$ cat config.mk
export PLATFORM = sky130hd
export DESIGN_NAME = shns_csr
export DESIGN_NICKNAME = d
export VERILOG_FILES = /design/src/hw/rtl/shns_pkg.sv /design/src/hw/rtl/shns_csr.sv
export SDC_FILE = /design/constraint.sdc
export NUM_CORES = 1
export LEC_CHECK = 0
export BUFFER_PORTS_ARGS = -buffer_cell sky130_fd_sc_hd__clkbuf_2
export CAP_MARGIN = 40
export CORE_MARGIN = 3
export CORE_UTILIZATION = 38
export CTS_BUF_LIST = sky130_fd_sc_hd__clkbuf_2 sky130_fd_sc_hd__clkbuf_4 sky130_fd_sc_hd__clkbuf_8
export DETAILED_ROUTE_END_ITERATION = 10
export PLACE_DENSITY_LB_ADDON = 0.12
export RECOVER_POWER = 100
export SETUP_SLACK_MARGIN = 0.2
export SLEW_MARGIN = 30
export SYNTH_ARGS = -nofsm -noshare
export SYNTH_HDL_FRONTEND = slang
export SYNTH_SLANG_ARGS = --single-unit
$ cat constraint.sdc
create_clock -name clock -period 1.6 [get_ports clock]
set_clock_uncertainty 0.2 [all_clocks]
set_input_delay 0.32 -clock clock [delete_from_list [all_inputs] [get_ports clock]]
set_output_delay 0.32 -clock clock [all_outputs]
set_load 0.02 [all_outputs]
$ cat src/hw/rtl/shns_pkg.sv
// shared types and constants of the neighbour search block
`default_nettype none

package shns_pkg;

   localparam int COORD_W    = 32;
   localparam int SCALE_W    = 24;
   localparam int PROD_W     = 56;
   localparam int IDX_W      = 10;
   localparam int IN_DATA_W  = 112;
   localparam int IN_USER_W  = 2;
   localparam int OUT_DATA_W = 16;
   localparam int OUT_USER_W = 4;
   localparam int CSR_ADDR_W = 3;
   localparam int CSR_DATA_W = 32;

   localparam logic [0:0]         REG_CELL_SCALE = 1'b0;
   localparam logic [SCALE_W-1:0] SCALE_RESET    = 24'd65536;

   localparam logic [31:0] HASH_MUL_X = 32'd73856093;
   localparam logic [31:0] HASH_MUL_Y = 32'd19349663;
   localparam logic [31:0] HASH_MUL_Z = 32'd83492791;

   typedef enum logic [1:0] {
      MODE_INSERT = 2'd0,
      MODE_QUERY  = 2'd1,
      MODE_CLEAR  = 2'd2,
      MODE_IGNORE = 2'd3
   } mode_type;

   typedef enum logic [2:0] {
      ST_OK          = 3'd0,
      ST_STORE_FULL  = 3'd1,
      ST_TABLE_FULL  = 3'd2,
      ST_BAD_INDEX   = 3'd3,
      ST_TRUNCATED   = 3'd4
   } status_type;

   typedef enum logic [2:0] {
      EMIT_NONE,
      EMIT_RES,
      EMIT_EMPTY,
      EMIT_PEND_MID,
      EMIT_PEND_LAST,
      EMIT_PEND_CUT
   } emit_type;

   typedef enum logic [4:0] {
      S_RST_SWEEP,
      S_IDLE,
      S_INS_CHK,
      S_INS_MUL,
      S_INS_KEY,
      S_HASH,
      S_PROBE_RD,
      S_PROBE_CHK,
      S_RESP,
      S_CLR_SWEEP,
      S_Q_CHK,
      S_Q_BASE,
      S_Q_NKEY,
      S_WALK_CHK,
      S_WALK_RD,
      S_NEXT_CELL,
      S_Q_FIN
   } state_type;

   typedef struct packed {
      logic       load_in;
      logic       mul_en;
      logic       key_en;
      logic       hash_en;
      logic       probe_next;
      logic       tab_rd;
      logic       tab_clr;
      logic       ins_commit;
      logic       set_res;
      logic       res_found;
      status_type res_status;
      logic       pt_rd;
      logic       base_en;
      logic       cell_next;
      logic       nkey_en;
      logic       node_head;
      logic       link_rd;
      logic       node_link;
      logic       pend_load;
      logic       count_clear;
      emit_type   emit;
   } ctrl_cmd_type;

   typedef struct packed {
      logic     in_valid;
      mode_type in_mode;
      logic     is_query;
      logic     store_full;
      logic     bad_index;
      logic     tab_valid;
      logic     tab_match;
      logic     probe_last;
      logic     axis_last;
      logic     cell_last;
      logic     node_end;
      logic     node_is_q;
      logic     n_zero;
      logic     n_full;
      logic     out_free;
      logic     sweep_last;
   } ctrl_stat_type;

endpackage

`default_nettype wire

$ cat src/hw/rtl/shns_csr.sv
// configuration register port
`default_nettype none

module shns_csr
   import shns_pkg::*;
(
   input  wire logic                  clock,
   input  wire logic                  reset,
   input  wire logic                  csr_psel,
   input  wire logic                  csr_penable,
   input  wire logic                  csr_pwrite,
   input  wire logic [CSR_ADDR_W-1:0] csr_paddr,
   input  wire logic [CSR_DATA_W-1:0] csr_pwdata,
   output logic      [CSR_DATA_W-1:0] csr_prdata,
   output logic                       csr_pready,
   output logic      [SCALE_W-1:0]    cell_scale
);

   logic [SCALE_W-1:0] cell_scale_ff;
   logic [SCALE_W-1:0] cell_scale_in;
   logic               sel_scale;

   assign sel_scale = (csr_paddr[CSR_ADDR_W-1:2] == REG_CELL_SCALE);

   always_comb begin
      cell_scale_in = cell_scale_ff;
      if (csr_psel && csr_penable && csr_pwrite && csr_pready && sel_scale) begin
         cell_scale_in = csr_pwdata[SCALE_W-1:0];
      end
   end

   always_ff @(posedge clock) begin
      if (reset) begin
         cell_scale_ff <= SCALE_RESET;
      end else begin
         cell_scale_ff <= cell_scale_in;
      end
   end

   assign csr_pready = 1'b1;
   assign csr_prdata = sel_scale ? CSR_DATA_W'(cell_scale_ff) : '0;
   assign cell_scale = cell_scale_ff;

endmodule

`default_nettype wire

-- Word level (Yosys, flattened, before mapping)
Index checks and enable logic that the tools add are counted.
- output and inout bits: 57
- register bits: 24
- input port bits: 40
- multiplexer cells: 1
- bitwise operators: 1
- reduce and logical (&&, ||, !) cells: 3
- operators with widths (cell ; count):
    24-bit 2-to-1 mux ; 1
    1-bit logical AND ; 3
    1-bit NOT ; 1

-- Longest topological paths before layout
- depth in word-level cells: 3
- gate-level depth with buffers: 4
- mapped depth without buffers: 2

-- Worst setup path before layout
No wires, ideal clock.
- path kind: input to output
- start point: input port csr_paddr[2]
- end point: output port csr_prdata[10]
- path slack: 0.247 ns
- stages: 2
- buffers on the path: 1
- arrival time: 0.833 ns
- cell sequence: clkbuf_1 nor2b_1
- word-level cells in the longest chain between the ends: 1
- RTL lines (item ; line ; RTL):
    from (decl) ; shns_csr.sv:12 ; input wire logic [CSR_ADDR_W-1:0] csr_paddr,
    24-bit 2-to-1 mux ; shns_csr.sv:41 ; assign csr_prdata = sel_scale ? CSR_DATA_W'(cell_scale_ff) : '0;
    to (decl) ; shns_csr.sv:14 ; output logic [CSR_DATA_W-1:0] csr_prdata,
Every way passes these cells.

-- Worst setup path after layout
- start point: register cell_scale_ff[7] (netlist: cell_scale[7])
- end point: output port csr_prdata[7]
- word-level cells in the longest chain between the ends: 1
- RTL lines (item ; line ; RTL):
    from (decl) ; shns_csr.sv:19 ; logic [SCALE_W-1:0] cell_scale_ff;
    from (signal assigned) ; shns_csr.sv:36 ; cell_scale_ff <= cell_scale_in;
    24-bit 2-to-1 mux ; shns_csr.sv:41 ;
Every way passes these cells.

==> flow_summary_export.csv <==
group,metric,value,unit
floorplan,design.die.area,0.00427,mm²
critical_path,crit_type,"reg -> out",
critical_path,slowest_stage,"dfxtp_1",
timing,setup_violations,0,
logic_synthesis,synth-seq-cells,24,
cells_and_area,antenna_cells,0,
logic_synthesis,syn_area,0.00134,mm²
critical_path,start_kind,"flip-flop",
clocking,cts_buffers,3,
grt,antenna_found_initial,0,
critical_path,cp-startpoint,"cell_scale[7]",
routing,drc,0,
critical_path,crit_path_cell_trace,"nor2b_4 > buf_6",
critical_path,slowest_delay,390,ps
placement,numPortBuffers,77,
logic_synthesis,yosysSeqAreaShare,35.9,%
logic_synthesis,yosys_warnings,0,
cells_and_area,area_growth_syn_to_layout,74.0,%
timing,setup_tns,0,ps
routing,vias,1265,
timing,finalHoldViolCount,0,
routing,postRouteAntennaNets,0,
clocking,clk_pin_slew,150,ps
floorplan,die_x,65.4,µm
floorplan,start_util,41.8,%
grt,grt_usage,16.0,%
power_and_ir_drop,powerDensity,569,mW/mm²
timing,fin_crit_sh,95.1,%
placement,hpwlAfterDp,2170,µm
grt,overflow,0,
critical_path,cp.required,1080,ps
critical_path,path_max_fanout,2,
timing,slew_headroom,54.9,%
logic_synthesis,synth.distinct_cells,12,
cells_and_area,drive_gt1_share,52.7,%
critical_path,worstPathArrival,1000,ps
power_and_ir_drop,leakagePower,1.06,nW
power_and_ir_drop,ir_worst_vdd,0.361,mV
routing,drt_iter0_markers,38,
clocking,insertion_delay,310,ps
clocking,cts_max_level,1,
cells_and_area,utilization,72.7,%
timing,slew_viol_final,0,
critical_path,end_kind,"primary output",
clocking,cts_tree,"yes",
clocking,cts_num_sinks,24,
placement,place_congestion,0.661,
run_status,status,"completed",
routing,via_per_inst,4.41,
job,drv_cap,0,
floorplan,core-area,0.00320,mm²
grt,grt_pass1_wl,5430,µm
clocking,root_buffer,"clkbuf_4",
timing,timing.fmax,657,MHz
routing,wire_per_inst,13.0,µm
timing,tightestPinTransition,676,ps
cells_and_area,nNetsFinal,284,
timing,layout_min_cycle_time,1520,ps
logic_synthesis,synthDominantCellAreaShare,35.9,%
grt,grt_pass1_vias,1235,
critical_path,r2r-start,"cell_scale[19]",
logic_synthesis,netlist_instances,142,
clocking,clk_path_buf_depth,2,
placement,placedCellCount,254,
worst_hold_path,hold_start,"csr_pwdata[7]",
logic_synthesis,syn_avg_cell_area,9.43,µm²
routing,drt_wl_total,3740,µm
cells_and_area,finalNonFillerCells,287,
routing,firstDrtPassIters,2,
floorplan,io-pin-count,97,
worst_hold_path,hold_class,"in -> reg",
logic_synthesis,synth_area_leaders,"dfxtp_1, nand2b_1, mux2i_1",
logic_synthesis,yosys.area.top_type,"dfxtp_1",
grt,grt_start_max_net_pins,49,
cells_and_area,largest_reg_flops,24,
timing,rsz0062_at_grt,"yes",
floorplan,die_h,65.4,µm
floorplan,rows,20,
-- critical path, delay by kind of cell, from the launching register on --
family                 cells  cell delay, ps
buffers and inverters      1             120
AND/OR/NAND/NOR            1             160
flip-flops                 1             390
-- synthesized netlist by cell type --
library cell / count
nand2b_1: 46
dfxtp_1: 24
mux2i_1: 24
nor2b_1: 20
buf_4: 9
clkbuf_1: 7
and2b_2: 4
buf_12: 2
conb_1: 2
nor2_1: 2
and4b_1: 1
buf_6: 1
-- layer usage --
| layer | wire length, µm | vias up | global-route usage (%) |
|---|---|---|---|
| met5 | 0 | - | 0 |
| met4 | 18 | 0 | 5.44 |
| met3 | 291 | 2 | 2.74 |
| met2 | 2000 | 50 | 30.2 |
| met1 | 1420 | 582 | 17.9 |
| li1 | - | 631 | - |
-- metrics by stage --
step	setup slack, ps	area [µm²]	power [mW]	hold slack [ps]
after floorplan	247	1370	0.777	275
after global placement	140	1700	0.822	267
after detailed placement	114	1700	0.827	276
after CTS	72.5	2090	1.30	3.32
after global routing	0.860	2330	1.39	4.80
final	78.2	2330	1.33	17.7
-- placed cells by master (no fill, tap or decap) --
master | synthesis | layout
buf_4 | 9 | 29
buf_2 | 0 | 1
nor2b_2 | 0 | 2
clkbuf_2 | 0 | 31
dfxtp_1 | 24 | 20
and2b_2 | 4 | 4
buf_6 | 1 | 34
clkbuf_4 | 0 | 5
and4b_1 | 1 | 1
nor2_1 | 2 | 2
buf_8 | 0 | 10
mux2i_1 | 24 | 24
nor2b_1 | 20 | 11
bufinv_16 | 0 | 1
dlygate4sd3_1 | 0 | 1
dfxtp_2 | 0 | 4
clkbuf_1 | 7 | 1
nand2b_1 | 46 | 46
nor2b_4 | 0 | 7
conb_1 | 2 | 9
-- kinds of logic after synthesis --
group         synth area share (%)
simple gates                  34.8
mux                           17.9
flops                         35.9
buf+inv                       10.8
other cells                  0.561
-- power breakdown --
group / leakage, nW / internal, mW / switching (mW)
Combinational: 0.835 / 0.134 / 0.126
Clock: 0.0279 / 0.253 / 0.193
Sequential: 0.196 / 0.611 / 0.00886
-- timing repair --
item                                   4_1_cts  5_1_grt
gates resized for setup                     70      104
setup buffers                               20        8
hold buffers                                 0        1
setup endpoints to repair                   38       47
endpoints found under the hold margin        0        1
-- final timing paths --
kind         slack, ps             end  cells after the start
max                 80   csr_prdata[7]                      2
min                 20   cell_scale[7]                      3
max reg2reg        560  cell_scale[19]                      4
min reg2reg        310   cell_scale[9]                      2
-- final cells by class --
type / instances / area (µm²)
Fill cell: 268 / 873
Multi-Input combinational cell: 106 / 797
Timing Repair Buffer: 109 / 940
Tap cell: 44 / 55.1
Clock inverter: 1 / 30.0
Sequential cell: 24 / 485
Clock buffer: 3 / 22.5
Note: power is estimated with default switching activity, not from simulation.
