## src/hw/rtl/shns_pkg.sv

```systemverilog
// shared types and constants of the neighbour search block
`default_nettype none

package shns_pkg;

   localparam int COORD_W    = 32;
   localparam int SCALE_W    = 24;
   localparam int PROD_W     = 56;
   localparam int IDX_W      = 10;
   localparam int IN_DATA_W  = 112;
   localparam int IN_USER_W  = 2;
   localparam int OUT_DATA_W = 16;
   localparam int OUT_USER_W = 4;
   localparam int CSR_ADDR_W = 3;
   localparam int CSR_DATA_W = 32;

   localparam logic [0:0]         REG_CELL_SCALE = 1'b0;
   localparam logic [SCALE_W-1:0] SCALE_RESET    = 24'd65536;

   localparam logic [31:0] HASH_MUL_X = 32'd73856093;
   localparam logic [31:0] HASH_MUL_Y = 32'd19349663;
   localparam logic [31:0] HASH_MUL_Z = 32'd83492791;

   typedef enum logic [1:0] {
      MODE_INSERT = 2'd0,
      MODE_QUERY  = 2'd1,
      MODE_CLEAR  = 2'd2,
      MODE_IGNORE = 2'd3
   } mode_type;

   typedef enum logic [2:0] {
      ST_OK          = 3'd0,
      ST_STORE_FULL  = 3'd1,
      ST_TABLE_FULL  = 3'd2,
      ST_BAD_INDEX   = 3'd3,
      ST_TRUNCATED   = 3'd4
   } status_type;

   typedef enum logic [2:0] {
      EMIT_NONE,
      EMIT_RES,
      EMIT_EMPTY,
      EMIT_PEND_MID,
      EMIT_PEND_LAST,
      EMIT_PEND_CUT
   } emit_type;

   typedef enum logic [4:0] {
      S_RST_SWEEP,
      S_IDLE,
      S_INS_CHK,
      S_INS_MUL,
      S_INS_KEY,
      S_HASH,
      S_PROBE_RD,
      S_PROBE_CHK,
      S_RESP,
      S_CLR_SWEEP,
      S_Q_CHK,
      S_Q_BASE,
      S_Q_NKEY,
      S_WALK_CHK,
      S_WALK_RD,
      S_NEXT_CELL,
      S_Q_FIN
   } state_type;

   typedef struct packed {
      logic       load_in;
      logic       mul_en;
      logic       key_en;
      logic       hash_en;
      logic       probe_next;
      logic       tab_rd;
      logic       tab_clr;
      logic       ins_commit;
      logic       set_res;
      logic       res_found;
      status_type res_status;
      logic       pt_rd;
      logic       base_en;
      logic       cell_next;
      logic       nkey_en;
      logic       node_head;
      logic       link_rd;
      logic       node_link;
      logic       pend_load;
      logic       count_clear;
      emit_type   emit;
   } ctrl_cmd_type;

   typedef struct packed {
      logic     in_valid;
      mode_type in_mode;
      logic     is_query;
      logic     store_full;
      logic     bad_index;
      logic     tab_valid;
      logic     tab_match;
      logic     probe_last;
      logic     axis_last;
      logic     cell_last;
      logic     node_end;
      logic     node_is_q;
      logic     n_zero;
      logic     n_full;
      logic     out_free;
      logic     sweep_last;
   } ctrl_stat_type;

endpackage

`default_nettype wire

```

## src/hw/rtl/shns_ctrl.sv

```systemverilog
// sequencer for insert, probe, list walk and clear
`default_nettype none

module shns_ctrl
   import shns_pkg::*;
(
   input  wire logic          clock,
   input  wire logic          reset,
   input  wire ctrl_stat_type stat,
   output ctrl_cmd_type       cmd,
   output logic               req_tready
);

   state_type state_ff;
   state_type state_in;

   always_ff @(posedge clock) begin
      if (reset) begin
         state_ff <= S_RST_SWEEP;
      end else begin
         state_ff <= state_in;
      end
   end

   always_comb begin
      state_in = state_ff;
      unique case (state_ff)
         S_RST_SWEEP: begin
            if (stat.sweep_last) state_in = S_IDLE;
         end
         S_IDLE: begin
            if (stat.in_valid) begin
               unique case (stat.in_mode)
                  MODE_INSERT: state_in = S_INS_CHK;
                  MODE_QUERY:  state_in = S_Q_CHK;
                  MODE_CLEAR:  state_in = S_CLR_SWEEP;
                  MODE_IGNORE: state_in = S_IDLE;
                  default:     state_in = S_IDLE;
               endcase
            end
         end
         S_INS_CHK: state_in = stat.store_full ? S_RESP : S_INS_MUL;
         S_INS_MUL: state_in = S_INS_KEY;
         S_INS_KEY: state_in = stat.axis_last ? S_HASH : S_INS_MUL;
         S_HASH:     state_in = S_PROBE_RD;
         S_PROBE_RD: state_in = S_PROBE_CHK;
         S_PROBE_CHK: begin
            if (stat.is_query) begin
               if (!stat.tab_valid) state_in = S_NEXT_CELL;
               else if (stat.tab_match) state_in = S_WALK_CHK;
               else if (stat.probe_last) state_in = S_NEXT_CELL;
               else state_in = S_PROBE_RD;
            end else begin
               if (!stat.tab_valid || stat.tab_match || stat.probe_last) state_in = S_RESP;
               else state_in = S_PROBE_RD;
            end
         end
         S_RESP: begin
            if (stat.out_free) state_in = S_IDLE;
         end
         S_CLR_SWEEP: begin
            if (stat.sweep_last) state_in = S_RESP;
         end
         S_Q_CHK:  state_in = stat.bad_index ? S_RESP : S_Q_BASE;
         S_Q_BASE: state_in = S_Q_NKEY;
         S_Q_NKEY: state_in = S_HASH;
         S_WALK_CHK: begin
            if (stat.node_end) state_in = S_NEXT_CELL;
            else if (stat.node_is_q) state_in = S_WALK_RD;
            else if (stat.n_full) begin
               if (stat.out_free) state_in = S_IDLE;
            end else if (stat.n_zero || stat.out_free) state_in = S_WALK_RD;
         end
         S_WALK_RD:   state_in = S_WALK_CHK;
         S_NEXT_CELL: state_in = stat.cell_last ? S_Q_FIN : S_Q_NKEY;
         S_Q_FIN: begin
            if (stat.out_free) state_in = S_IDLE;
         end
         default: state_in = S_IDLE;
      endcase
   end

   always_comb begin
      cmd        = '0;
      req_tready = 1'b0;
      unique case (state_ff)
         S_RST_SWEEP: cmd.tab_clr = 1'b1;
         S_IDLE: begin
            req_tready  = 1'b1;
            cmd.load_in = stat.in_valid;
            if (stat.in_valid && stat.in_mode == MODE_CLEAR) cmd.count_clear = 1'b1;
         end
         S_INS_CHK: begin
            if (stat.store_full) begin
               cmd.set_res    = 1'b1;
               cmd.res_status = ST_STORE_FULL;
            end
         end
         S_INS_MUL:  cmd.mul_en  = 1'b1;
         S_INS_KEY:  cmd.key_en  = 1'b1;
         S_HASH:     cmd.hash_en = 1'b1;
         S_PROBE_RD: cmd.tab_rd  = 1'b1;
         S_PROBE_CHK: begin
            if (stat.is_query) begin
               if (stat.tab_valid && stat.tab_match) cmd.node_head = 1'b1;
               else if (stat.tab_valid && !stat.probe_last) cmd.probe_next = 1'b1;
            end else begin
               if (!stat.tab_valid || stat.tab_match) begin
                  cmd.ins_commit = 1'b1;
                  cmd.set_res    = 1'b1;
                  cmd.res_found  = 1'b1;
                  cmd.res_status = ST_OK;
               end else if (stat.probe_last) begin
                  cmd.set_res    = 1'b1;
                  cmd.res_status = ST_TABLE_FULL;
               end else begin
                  cmd.probe_next = 1'b1;
               end
            end
         end
         S_RESP: begin
            if (stat.out_free) cmd.emit = EMIT_RES;
         end
         S_CLR_SWEEP: begin
            cmd.tab_clr = 1'b1;
            if (stat.sweep_last) begin
               cmd.set_res    = 1'b1;
               cmd.res_status = ST_OK;
            end
         end
         S_Q_CHK: begin
            if (stat.bad_index) begin
               cmd.set_res    = 1'b1;
               cmd.res_status = ST_BAD_INDEX;
            end else begin
               cmd.pt_rd = 1'b1;
            end
         end
         S_Q_BASE: cmd.base_en = 1'b1;
         S_Q_NKEY: cmd.nkey_en = 1'b1;
         S_WALK_CHK: begin
            if (!stat.node_end) begin
               if (stat.node_is_q) begin
                  cmd.link_rd = 1'b1;
               end else if (stat.n_full) begin
                  if (stat.out_free) cmd.emit = EMIT_PEND_CUT;
               end else if (stat.n_zero) begin
                  cmd.pend_load = 1'b1;
                  cmd.link_rd   = 1'b1;
               end else if (stat.out_free) begin
                  cmd.emit      = EMIT_PEND_MID;
                  cmd.pend_load = 1'b1;
                  cmd.link_rd   = 1'b1;
               end
            end
         end
         S_WALK_RD: cmd.node_link = 1'b1;
         S_NEXT_CELL: begin
            if (!stat.cell_last) cmd.cell_next = 1'b1;
         end
         S_Q_FIN: begin
            if (stat.out_free) cmd.emit = stat.n_zero ? EMIT_EMPTY : EMIT_PEND_LAST;
         end
         default: cmd = '0;
      endcase
   end

endmodule

`default_nettype wire

```

## config.mk

```make
export PLATFORM = sky130hd
export DESIGN_NAME = shns_ctrl
export DESIGN_NICKNAME = d
export VERILOG_FILES = /design/src/hw/rtl/shns_pkg.sv /design/src/hw/rtl/shns_ctrl.sv
export SDC_FILE = /design/constraint.sdc
export NUM_CORES = 1
export LEC_CHECK = 0
export BUFFER_PORTS_ARGS = -buffer_cell sky130_fd_sc_hd__buf_2
export CORE_MARGIN = 2
export CORE_UTILIZATION = 43
export CTS_CLUSTER_DIAMETER = 80
export DETAILED_ROUTE_END_ITERATION = 10
export GPL_TIMING_DRIVEN = 0
export HOLD_SLACK_MARGIN = 0.08
export PLACE_DENSITY = 0.75
export SLEW_MARGIN = 20
export SYNTH_ARGS = -nofsm -noshare
export SYNTH_HDL_FRONTEND = slang
export SYNTH_SLANG_ARGS = --single-unit
```

## constraint.sdc

```tcl
create_clock -name clock -period 4.6 [get_ports clock]
set_clock_uncertainty 0.1 [all_clocks]
set_input_delay 0.46 -clock clock [delete_from_list [all_inputs] [get_ports clock]]
set_output_delay 0.46 -clock clock [all_outputs]
set_load 0.005 [all_outputs]
```

Word level (Yosys, flattened, before mapping):

Index checks and enable logic that the tools add are counted.
Widths: inputs -> output; s select.

* register bits after elaboration: 5
* input bits: 19

* eq/ne operators: 23
* muxes and demuxes: 78
* reduce and logical (&&, ||, !) cells: 13

Operators with widths (count)
* $pmux 5 s16: 1
* $mux 5: 10
* $mux 1: 44
* $eq 5x4->1 const B: 8
* $mux 3: 7
* $eq 5x3->1 const B: 4
* $mux 4: 5
* $pmux 5 s4: 1
* $pmux 3 s3: 2
* $mux 2: 6
* $eq 5x2->1 const B: 2
* $mux 6: 1
* $ne 2x2->1 const B: 3
* $eq 5x1->1 const B: 1
* $eq 5x5->1 const B: 1
* $logic_not 5->1: 1
* $ne 5x5->1 const B: 1
* $eq 2x2->1 const B: 2
* $pmux 1 s4: 1
* $reduce_and 4->1: 1
* $reduce_or 2->1: 2
* $logic_and 1x1->1: 3
* $logic_or 1x1->1: 3
* $eq 2x1->1 const B: 1
* 2 further kinds: 3

Depth between registers and ports, before layout:

* word-level depth: 6
* gate-level depth with buffers: 7
* mapped depth without buffers: 7

Worst setup path before layout:

OpenSTA, ideal clock, no wires.

* kind: reg2out
* start point: reg state_ff[4]
* end point: out cmd[17] (netlist name)
* data arrival time: 1.350 ns
* data required time: 4.040 ns
* slack: 2.690 ns
* cell stages (with the launch flop): 6
* buffers on the path: 2
* cell sequence: dfxtp_1 -> nand3b_2 -> or2_1 -> buf_4 -> nor3_1 -> buf_4

RTL lines
* start, declared: RTL line shns_ctrl.sv:14 `state_type state_ff;`
* start signal, assigned: RTL line shns_ctrl.sv:21 `state_ff <= state_in;`
* end, declared: RTL line shns_ctrl.sv:10 `output ctrl_cmd_type cmd,`

==> impl_metrics.tcl <==
set metrics [dict create \
    fmax_mhz 437 \
    fin_nets 208 \
    maxCapViolations 0 \
    syn_inst 138 \
    p_clk_frac 0.304 \
    synth_top_flop_cell "dfxtp_1" \
    initial_core_util 0.441 \
    r2r_cells 5 \
    r2r_slack_ns 2.71 \
    async_flop_share 0 \
    min-delay-start "reset" \
    p_leak_nw 0.585 \
    portBuffers 42 \
    worstMarginPinSlew_ns 0.507 \
    syn_nets 161 \
    ys_types 50 \
    wl_um 2670 \
    p_sw_mw 0.0533 \
    grt_pass1_wl_um 4370 \
    clkSinkCount 5 \
    drtIter0Drc 15 \
    dp.cells 208 \
    m1WireLength_um 1180 \
    grt_usage 0.212 \
    worst_path_max_delay_cell "dfxtp_1" \
    core-area_mm2 0.00215 \
    wl_per_cell_um 12.6 \
    arrival_ns 1.73 \
    cts.path.max_buffers 2 \
    worst_setup_path_start_kind "register" \
    path_class "reg2out" \
    ys_top_cells_by_area "dfxtp_1 (11%), nor2_1 (9.1%), nor2b_1 (6.6%), nor3_1 (5.8%), ha_1 (5.3%)" \
    worst_r2r_startpoint "state_ff[3]$_SDFFE_PP0P_" \
    hold_viol 0 \
    combinationalPowerShare 0.407 \
    antenna_found_initial 0 \
    post_cts_resized 0 \
    cts_made_buffers 3 \
    cts_tree "built" \
    synth-seq-cells 5 \
    clock_latency_ns 0.23 \
    clk_pin_slew_ns 0.04 \
    p_per_area_mw_per_mm2 131 \
    largest_reg_flops 5 \
    final_cells 212 \
    status "finished clean" \
    drtPass1Iterations 4 \
    yosysSeqAreaShare 0.106 \
    syn-cell-area_um2 948 \
    gp_congestion 0.934 \
    wl_met2_um 1390 \
    yosysTopAreaCellShare 0.106 \
    swShare 0.332 \
    die_width_um 51.0 \
    grt_overflow_total 0 \
    min_period_ns 2.29 \
    die_area_mm2 0.00260 \
    p_seq_frac 0.289 \
    rsz0062_at_grt "false" \
    highest_layer "met4" \
    grt_pass1_vias 1084 \
    postCtsSetupBuffers 0 \
    crit_fanout 9 \
    vias_per_cell 5.46 \
    min_to "state_ff[4]$_SDFFE_PP0P_" \
    dp_hpwl_um 2230 \
    slew_viol_final 0 \
    hold_depth 2 \
    max_stage_delay_ns 0.38 \
    syn_area_per_cell_um2 6.87 \
    io-pin-count 45 \
    synth_top_area_cell "dfxtp_1" \
    peakVddDrop_v 0.000116 \
    setup_viol 0 \
    timing.rr.end "state_ff[0]$_SDFFE_PP0P_" \
    regMostFlops "state_ff" \
    row_count 17 \
    layout-drive-gt1-share 0.353 \
    dr_wl_met3_um 75 \
    vias 1157 \
    p_int_mw 0.107 \
    hold_path_class "in2reg" \
    cts_hold_buf 0 \
    relSlewSlack 0.653 \
    nFillCells 219 \
    diodes 0 \
    finalCritPeriodShare 0.498 \
    syn_to_final_growth_pct 28.6 \
    reg.largest.list "state_ff (5)" \
    ant_nets 0 \
    die_h_um 51.0 \
    setup_tns_ns 0 \
    required_ns 4.04 \
    cts_max_level 1 \
    drc_errors 0 \
    cp_cell_sequence "nand2b_2 > or2_1 > buf_4 > nor3_1 > buf_4 > buf_2" \
    cp-end-kind "output port" \
    synth_edf_count 0 \
    clockRootBuffer "clkbuf_4" \
    cp_common_cell "buf_4" \
    grt_max_degree 11 \
    yosysWarnings 0 \
]
==> power groups by stage <==
stage          Clock, mW  Sequential, mW  Combinational, mW
6_report          0.0487          0.0464             0.0652
5_1_grt           0.0529          0.0465             0.0729
4_1_cts           0.0515          0.0463             0.0645
3_5_place_dp           0          0.0471             0.0643
3_3_place_gp           0          0.0470             0.0633
2_1_floorplan          0          0.0468             0.0412
==> metal layers <==
| layer | vias up | GRT usage |
|---|---|---|
| met5 | - | 0 |
| met4 | 0 | 0.0901 |
| met3 | 2 | 0.0146 |
| met2 | 20 | 0.394 |
| met1 | 548 | 0.247 |
| li1 | 587 | - |
==> cell usage in the layout (no fill, tap or decap), types with 2 or more instances in the layout <==
master and count:
clkbuf_4 3, inv_1 5, o22ai_1 3, o21ai_0 4, o21a_1 2, nand2b_1 3
nor3_1 11, clkbuf_1 2, and3_1 2, mux2i_1 2, or2_1 2, a31oi_1 3
buf_6 2, and2_1 3, dfxtp_1 5, a21oi_1 5, buf_2 47, nand3b_1 4
nor2b_1 10, ha_1 4, buf_4 3, nand2_1 8, nor2_1 23
==> cell families after synthesis <==
| logic type | synth area share |
|---|---|
| DFF | 0.106 |
| muxes | 0.0449 |
| and+or+nand+nor | 0.464 |
| other | 0.00395 |
| AOI/OAI and AO/OA | 0.231 |
| buffers and inverters | 0.0976 |
| adders and majority gates | 0.0528 |
==> per-stage QoR <==
stage	total power [mW]	worst slack (ns)	hold slack (ns)	cell area, µm²	utilization
2_1_floorplan	0.0880	2.69	0.432	948	-
3_3_place_gp	0.110	2.49	0.569	1190	0.556
3_5_place_dp	0.111	2.49	0.580	1190	0.556
4_1_cts	0.162	2.30	0.328	1220	0.568
5_1_grt	0.172	2.16	0.345	1220	0.568
6_report	0.160	2.31	0.338	1220	0.568
==> worst max-delay path: cells and delay by family (launching register included) <==
| kind | cells | cell delay [ns] |
|---|---|---|
| DFF | 1 | 0.38 |
| buffers and inverters | 3 | 0.41 |
| and+or+nand+nor | 3 | 0.71 |
==> area by class of cell <==
cell class              count  area [µm²]  share of cell area
well taps                  28        35.0              0.0287
multi-input cells         117         756               0.619
inverters                   5        18.8              0.0154
clock buffers               4        26.3              0.0215
repair buffers             42         210               0.172
plain buffers              11        73.8              0.0605
flip-flops and latches      5         100              0.0821
==> Yosys cell counts (2+ instances only) <==
| master | n |
|---|---|
| nor2_1 | 23 |
| nor3_1 | 11 |
| nor2b_1 | 10 |
| nand2_1 | 8 |
| a21oi_1 | 5 |
| buf_2 | 5 |
| dfxtp_1 | 5 |
| inv_1 | 5 |
| ha_1 | 4 |
| nand3b_1 | 4 |
| o21ai_0 | 4 |
| a31oi_1 | 3 |
| and2_1 | 3 |
| buf_4 | 3 |
| nand2b_1 | 3 |
| o22ai_1 | 3 |
| and3_1 | 2 |
| buf_6 | 2 |
| mux2i_1 | 2 |
| o21a_1 | 2 |
| or2_1 | 2 |
==> worst max path at each step <==
stage	from	to	slack [ns]	cells after the start
after global routing	state_ff[3]$_SDFFE_PP0P_	cmd[17]	2.16	6
after floorplan	state_ff[4]$_SDFFE_PP0P_	cmd[17]	2.69	5
after CTS	state_ff[3]$_SDFFE_PP0P_	cmd[17]	2.30	6
after global placement	stat[10]	cmd[16]	2.49	6
final	state_ff[3]$_SDFFE_PP0P_	cmd[17]	2.31	6
after detailed placement	stat[10]	cmd[16]	2.49	6
(Power assumes the default switching activity.)
